**src/sv/gmps_pkg.sv**
```systemverilog
package gmps_pkg;

  localparam int MAX_COLS  = 64;
  localparam int MAX_ROWS  = 64;
  localparam int COST_BITS = 16;

  // fixed field widths
  localparam int CELL_BITS = 16;
  localparam int SUM_BITS  = 23;
  localparam int CFG_BITS  = 7;
  localparam int CFG_IDX_BITS = 2;

  localparam int COL_BITS  = (MAX_COLS > 1) ? $clog2(MAX_COLS) : 1;
  localparam int ROW_BITS  = (MAX_ROWS > 1) ? $clog2(MAX_ROWS) : 1;
  localparam int COLS_W    = $clog2(MAX_COLS + 1);
  localparam int ROWS_W    = $clog2(MAX_ROWS + 1);

  localparam int RESET_COLS = (64 > MAX_COLS) ? MAX_COLS : 64;
  localparam int RESET_ROWS = (64 > MAX_ROWS) ? MAX_ROWS : 64;

  localparam logic [SUM_BITS-1:0] SUM_MAX = {SUM_BITS{1'b1}};

  typedef enum logic [CFG_IDX_BITS-1:0] {
    REG_GRID_COLS = 2'd0,
    REG_GRID_ROWS = 2'd1
  } cfg_reg_t;

endpackage

```
**src/sv/grid_min_path_sum.sv**
```systemverilog
// minimum right/down path cost over a streamed grid, one result per cell
// an accepted cell passes through stage 1 and then the output register, which holds it
//   while the output is stalled
// throughput: one cell per cycle unless the output stalls; the row memory entry is read
//   at accept, written back when the cell leaves stage 1, forwarded for single-column grids
// reset (sync, active low): grid size returns to 64 x 64, position restarts at the origin,
//   pipeline empties; the row memory is not cleared (row 0 always fills it first)
module grid_min_path_sum (
  input  logic                                clk,
  input  logic                                rst_n,
  input  logic                                in_valid,
  output logic                                in_stall,
  input  logic [gmps_pkg::CELL_BITS-1:0]      in_cell_cost,
  output logic                                out_valid,
  input  logic                                out_stall,
  output logic [gmps_pkg::SUM_BITS-1:0]       out_path_cost,
  output logic                                out_is_final,
  input  logic                                cfg_valid,
  output logic                                cfg_ready,
  input  logic [gmps_pkg::CFG_IDX_BITS-1:0]   cfg_index,
  input  logic [gmps_pkg::CFG_BITS-1:0]       cfg_data
);
  import gmps_pkg::*;

  logic [SUM_BITS-1:0] row_mem [MAX_COLS];

  logic [COLS_W-1:0]   cols_r;
  logic [ROWS_W-1:0]   rows_r;
  logic [COL_BITS-1:0] col_r;
  logic [ROW_BITS-1:0] row_r;

  logic                s1_valid_r;
  logic [COST_BITS-1:0] s1_cost_r;
  logic [COL_BITS-1:0] s1_col_r;
  logic                s1_first_row_r;
  logic                s1_first_col_r;
  logic                s1_final_r;
  logic [SUM_BITS-1:0] rd_data_r;
  logic                fwd_r;
  logic [SUM_BITS-1:0] fwd_data_r;
  logic [SUM_BITS-1:0] left_r;

  logic                out_valid_r;
  logic [SUM_BITS-1:0] out_sum_r;
  logic                out_final_r;

  logic                in_acc;
  logic                s1_adv;
  logic                cfg_acc;
  logic                cfg_restart;
  logic                last_col;
  logic                last_row;
  logic [SUM_BITS-1:0] up_cost;
  logic [SUM_BITS-1:0] base_cost;
  logic [SUM_BITS:0]   sum_wide;
  logic [SUM_BITS-1:0] sum;

  function automatic logic [31:0] clamp_size(input logic [CFG_BITS-1:0] v, input int limit);
    logic [31:0] w;
    w = 32'(v);
    if (w < 32'd1) return 32'd1;
    if (w > 32'(limit)) return 32'(limit);
    return w;
  endfunction

  assign cfg_ready = 1'b1;
  assign cfg_acc   = cfg_valid & cfg_ready;
  // only writes to a real register restart the grid
  assign cfg_restart = cfg_acc & ((cfg_index == REG_GRID_COLS) |
                                  (cfg_index == REG_GRID_ROWS));

  assign s1_adv   = s1_valid_r & (~out_valid_r | ~out_stall);
  assign in_stall = s1_valid_r & ~s1_adv;
  assign in_acc   = in_valid & ~in_stall;

  assign last_col = (COLS_W'(col_r) + COLS_W'(1)) == cols_r;
  assign last_row = (ROWS_W'(row_r) + ROWS_W'(1)) == rows_r;

  // up value: forward the sum written on the same edge the entry was read
  assign up_cost = fwd_r ? fwd_data_r : rd_data_r;

  always_comb begin
    if (s1_first_row_r && s1_first_col_r) begin
      base_cost = '0;
    end else if (s1_first_row_r) begin
      base_cost = left_r;
    end else if (s1_first_col_r) begin
      base_cost = up_cost;
    end else begin
      base_cost = (up_cost < left_r) ? up_cost : left_r;
    end
    sum_wide = {1'b0, base_cost} + (SUM_BITS + 1)'(s1_cost_r);
    sum      = sum_wide[SUM_BITS] ? SUM_MAX : sum_wide[SUM_BITS-1:0];
  end

  // configuration and position counters
  always_ff @(posedge clk) begin
    if (!rst_n) begin
      cols_r <= COLS_W'(RESET_COLS);
      rows_r <= ROWS_W'(RESET_ROWS);
      col_r  <= '0;
      row_r  <= '0;
    end else if (cfg_restart) begin
      unique case (cfg_index)
        REG_GRID_COLS: begin
          cols_r <= COLS_W'(clamp_size(cfg_data, MAX_COLS));
          col_r  <= '0;
          row_r  <= '0;
        end
        REG_GRID_ROWS: begin
          rows_r <= ROWS_W'(clamp_size(cfg_data, MAX_ROWS));
          col_r  <= '0;
          row_r  <= '0;
        end
        default: begin
        end
      endcase
    end else if (in_acc) begin
      if (last_col) begin
        col_r <= '0;
        row_r <= last_row ? '0 : row_r + ROW_BITS'(1);
      end else begin
        col_r <= col_r + COL_BITS'(1);
      end
    end
  end

  // row memory: read at accept, write back when the cell leaves stage 1
  always_ff @(posedge clk) begin
    if (s1_adv) begin
      row_mem[s1_col_r] <= sum;
    end
    if (in_acc) begin
      rd_data_r <= row_mem[col_r];
    end
  end

  always_ff @(posedge clk) begin
    if (!rst_n) begin
      s1_valid_r <= 1'b0;
    end else if (in_acc) begin
      s1_valid_r <= 1'b1;
    end else if (s1_adv) begin
      s1_valid_r <= 1'b0;
    end
  end

  always_ff @(posedge clk) begin
    if (in_acc) begin
      s1_cost_r      <= in_cell_cost[COST_BITS-1:0];
      s1_col_r       <= col_r;
      s1_first_row_r <= (row_r == '0);
      s1_first_col_r <= (col_r == '0);
      s1_final_r     <= last_col & last_row;
      fwd_r          <= s1_adv & (s1_col_r == col_r);
      fwd_data_r     <= sum;
    end
  end

  always_ff @(posedge clk) begin
    if (!rst_n) begin
      left_r <= '0;
    end else if (cfg_restart) begin
      left_r <= '0;
    end else if (s1_adv) begin
      left_r <= sum;
    end
  end

  // output register
  always_ff @(posedge clk) begin
    if (!rst_n) begin
      out_valid_r <= 1'b0;
    end else if (s1_adv) begin
      out_valid_r <= 1'b1;
    end else if (!out_stall) begin
      out_valid_r <= 1'b0;
    end
  end

  always_ff @(posedge clk) begin
    if (s1_adv) begin
      out_sum_r   <= sum;
      out_final_r <= s1_final_r;
    end
  end

  assign out_valid     = out_valid_r;
  assign out_path_cost = out_sum_r;
  assign out_is_final  = out_final_r;

endmodule

```
**config.mk**
```make
export PLATFORM = sky130hd
export DESIGN_NAME = grid_min_path_sum
export DESIGN_NICKNAME = d
export VERILOG_FILES = /design/src/sv/gmps_pkg.sv /design/src/sv/grid_min_path_sum.sv
export SDC_FILE = /design/constraint.sdc
export NUM_CORES = 2
export LEC_CHECK = 0
export BUFFER_PORTS_ARGS = -buffer_cell sky130_fd_sc_hd__buf_2
export CORE_UTILIZATION = 55
export CTS_BUF_LIST = sky130_fd_sc_hd__clkbuf_2 sky130_fd_sc_hd__clkbuf_4 sky130_fd_sc_hd__clkbuf_8
export CTS_CLUSTER_SIZE = 30
export DETAILED_ROUTE_END_ITERATION = 7
export PLACE_DENSITY_LB_ADDON = 0.2
export SYNTH_ARGS = -nofsm -noshare
export SYNTH_HDL_FRONTEND = slang
export SYNTH_SLANG_ARGS = --single-unit
```
**constraint.sdc**
```tcl
create_clock -name clk -period 9.75 [get_ports clk]
set_input_delay 0.975 -clock clk [delete_from_list [all_inputs] [get_ports clk]]
set_output_delay 0.975 -clock clk [all_outputs]
set_load 0.03 [all_outputs]
```
==> results.ini <==
[synthesis]
ys_types=79
yosys_register_bits=1619
synth_edf_count=1568
synth.largest_area_cell=sky130_fd_sc_hd__edfxtp_1
synthDominantCellAreaShare=0.738
synth-warning-count=0
synthesis.nets=3087
postSynth.topFlopCell=sky130_fd_sc_hd__edfxtp_1
synthesis.area_per_instance_sq_um=21.2
postSynth.asyncResetShare=0
post_synth_instance_area_sq_um=63800
synth_sequential_area_ratio=0.754
syn-instance-count=3014
synth_top_area_cells=sky130_fd_sc_hd__edfxtp_1, sky130_fd_sc_hd__mux4_2, sky130_fd_sc_hd__dfxtp_1

[global_route]
first_global_vias=33200
grt_antenna_before_repair=12
grt_start_max_net_pins=108
globalRouteTotalUtil=0.309
sum_of_overflow_across_all_layers_after_global_routing=0
grt_first_pass_wirelength_mm=249

[power_and_ir_drop]
power_mw=14.7
leakage_nw=22.2
worst_ir_drop_vdd_v=0.000170
powerDensity_nw_per_um2=205

[layout]
cell_area_after_layout_sq_um=71500
post_layout_nonfiller_instances=4991
finish.net_count=3366
share_of_post_route_cells_with_drive_strength_above_1=0.329
syn_to_final_growth_pct=12.1

[place]
placement.cell_area_sq_um=66400
dpl.hpwl_mm=104
buffer_ports.inserted=55
place_inst=4527
finalWeightedCongestion=0.918

[setup_path]
cp-end-kind=flop
timing.reg2reg.setup_slack_ns=1.63
timing.critical_path.slowest_cell_delay_ns=1.27
startpoint_type=flop
critPathRequiredTime_ns=10.25
worst-path-max-fanout=66
timing_worst_setup_path_type=reg2reg
crit_path_cell_trace=mux2_2, ha_1, a21oi_1, nand2_1, a221oi_1, a311o_2, o211a_4, o21a_1, inv_1, ha_1, a211oi_1, o21ai_1, o41ai_1, o21ai_1, a21oi_1, or3_1, or4_4, nand3b_4, nand2_2
crit_arrival_ns=8.62
slowest_stage=sky130_fd_sc_hd__nand2_2

[drt]
detail_route.iter0.violations=5526
detail_route.wirelength_mm=178
antenna_left=0
post_route_drc=43
routed-via-count=33400
detail_route.first_pass.iterations=8
vias_per_cell=6.69
avgRoutedWirePerCell_um=35.7

[sta]
maxClockFrequency_mhz=123
setup-violations-final=0
min_period_ns=8.12
fin_worst_skew_ns=0.0977
layout_worst_path_cycle_share=0.833
max_slew.worst_pin.slew_ns=1.46
timing.final.max_slew_violations=0
timing_hold_violations_final=0
timing.max_slew.rel_slack=0.0254
setup-tns-final_ns=0
grt_setup_unrepaired=false
hold-worst-slack_ns=0.186

[clocking]
cts_buffers=276
ctsHoldBuffers=0
ctsRootBufferMaster=sky130_fd_sc_hd__clkbuf_8
clock_latency_reported_for_the_late_side_of_the_worst_skew_pair_ns=0.98
cts.htree.levels=5
cts_post_setup_buffers_inserted=0
cts.sink_count=1619
clock_tree.buffer_depth=4
cts_resized=0
cts_tree=built
worst_setup_hold_path_clk_slew_ns=0.06

[floorplan]
boundaryPins=57
die_width_um=343
row_count=124
die-height_um=343
start_util=0.556
core_area_sq_um=115000
floorplan.die_area_sq_um=117000

[min_path]
min_path_type=in2reg

[status]
violations=design-rule violations
status=finished, violations left

[job]
cap_violations=0

## state kept, by name, indices dropped and copies added (netlist names), 6 cells and up
name / count
rows_r: 7
left_r: 23
fwd_data_r: 23
s1_cost_r: 16
out_path_cost: 23
rd_data_r: 23
row_r: 6
row_mem: 1472
col_r: 6
s1_col_r: 6
cols_r: 7
## layout make-up
type	count	area, sq um
sequential	1619	48100
fill	7691	43200
multi-input combinational	1201	15200
clock buffer	369	4560
tap	1512	1890
timing repair buffer	158	1100
clock inverter	92	494
inverter	37	139
antenna	3	7.51
## cells in the final DEF, fill, tap and decap left out, types with 45 or more instances in the layout
cell type and n:
sky130_fd_sc_hd__buf_4 99, sky130_fd_sc_hd__mux4_2 419, sky130_fd_sc_hd__nand2_1 70, sky130_fd_sc_hd__nor2_1 47
sky130_fd_sc_hd__a21oi_1 48, sky130_fd_sc_hd__clkinv_1 59, sky130_fd_sc_hd__nor2_2 64, sky130_fd_sc_hd__clkbuf_8 286
sky130_fd_sc_hd__dfxtp_1 45, sky130_fd_sc_hd__mux2i_1 66, sky130_fd_sc_hd__clkbuf_4 83, sky130_fd_sc_hd__o21ai_0 81
sky130_fd_sc_hd__edfxtp_1 1568, sky130_fd_sc_hd__buf_2 55
## cells in the mapped netlist, types with 4 or more instances
cell and number:
sky130_fd_sc_hd__buf_2 26, sky130_fd_sc_hd__a21boi_1 5, sky130_fd_sc_hd__nand4_1 9, sky130_fd_sc_hd__mux2i_1 66, sky130_fd_sc_hd__o21ai_0 81, sky130_fd_sc_hd__buf_1 30
sky130_fd_sc_hd__nor2_1 112, sky130_fd_sc_hd__and2_1 6, sky130_fd_sc_hd__nand3_1 13, sky130_fd_sc_hd__o21ai_1 5, sky130_fd_sc_hd__xor2_1 20, sky130_fd_sc_hd__ha_1 42
sky130_fd_sc_hd__dfxtp_1 51, sky130_fd_sc_hd__a31oi_1 10, sky130_fd_sc_hd__buf_6 4, sky130_fd_sc_hd__nor2b_1 21, sky130_fd_sc_hd__a211oi_1 6, sky130_fd_sc_hd__nand2_1 88
sky130_fd_sc_hd__nor3_1 10, sky130_fd_sc_hd__a21boi_0 18, sky130_fd_sc_hd__mux4_2 419, sky130_fd_sc_hd__o31ai_1 14, sky130_fd_sc_hd__mux2_2 42, sky130_fd_sc_hd__or4_1 4
sky130_fd_sc_hd__a22oi_1 24, sky130_fd_sc_hd__a221oi_1 20, sky130_fd_sc_hd__a21o_1 8, sky130_fd_sc_hd__or3_1 7, sky130_fd_sc_hd__inv_1 36, sky130_fd_sc_hd__o21a_1 5
sky130_fd_sc_hd__and3_1 7, sky130_fd_sc_hd__xnor2_1 14, sky130_fd_sc_hd__edfxtp_1 1568, sky130_fd_sc_hd__nand2b_1 10, sky130_fd_sc_hd__clkbuf_1 95, sky130_fd_sc_hd__a31oi_4 10
sky130_fd_sc_hd__a21oi_1 50
## where the power goes
| group | internal (mW) | leakage (nW) | switching [mW] |
|---|---|---|---|
| logic | 0.285 | 4.88 | 0.659 |
| clock network | 3.10 | 2.67 | 2.62 |
| registers | 7.96 | 14.7 | 0.0473 |
| total | 11.3 | 22.2 | 3.32 |
## through the flow
step           setup WS (ns)  utilization
6_report                1.63        0.624
5_1_grt                 1.24        0.624
4_1_cts                 1.76        0.624
3_5_place_dp            1.82        0.579
3_3_place_gp            1.96        0.579
2_1_floorplan           1.75            -
## layer usage
metal  vias to the layer above  wire, um  global-route usage  share of wire
met5                         -        22                   0        0.00012
li1                      13200         -                   -              -
met3                       419     20700              0.0749           0.12
met1                     17400     66800               0.430           0.37
met4                         4      6910               0.123          0.039
met2                      2333     83900               0.475           0.47
## worst max-delay path: cells and delay by family, from the launching register on
family | cells | cell delay (ns)
AND/OR/NAND/NOR | 5 | 3.02
AO/OA/AOI/OAI | 10 | 2.40
flip-flops | 1 | 1.09
adder cells (fa/ha/maj) | 2 | 0.60
multiplexers | 1 | 0.44
buffers and inverters | 1 | 0.05
## worst paths after layout
check	end	depth (start not counted)	start
hold / removal	s1_cost_r[0]	1	in_cell_cost[0]
hold reg to reg	out_is_final	0	s1_final_r
setup reg to reg	row_mem[21][11]	19	fwd_r
setup / recovery	row_mem[21][11]	19	fwd_r
## logic make-up after synthesis
logic type,count (synthesis),synth area share
DFF,1619,0.754
muxes,527,0.166
and+or+nand+nor,312,0.0233
AOI/OAI and AO/OA,284,0.0313
buffers and inverters,194,0.0125
adders and majority gates,43,0.00855
xor gates and xnor gates,34,0.00467
other,1,0.0000588
(Power assumes the default switching activity.)
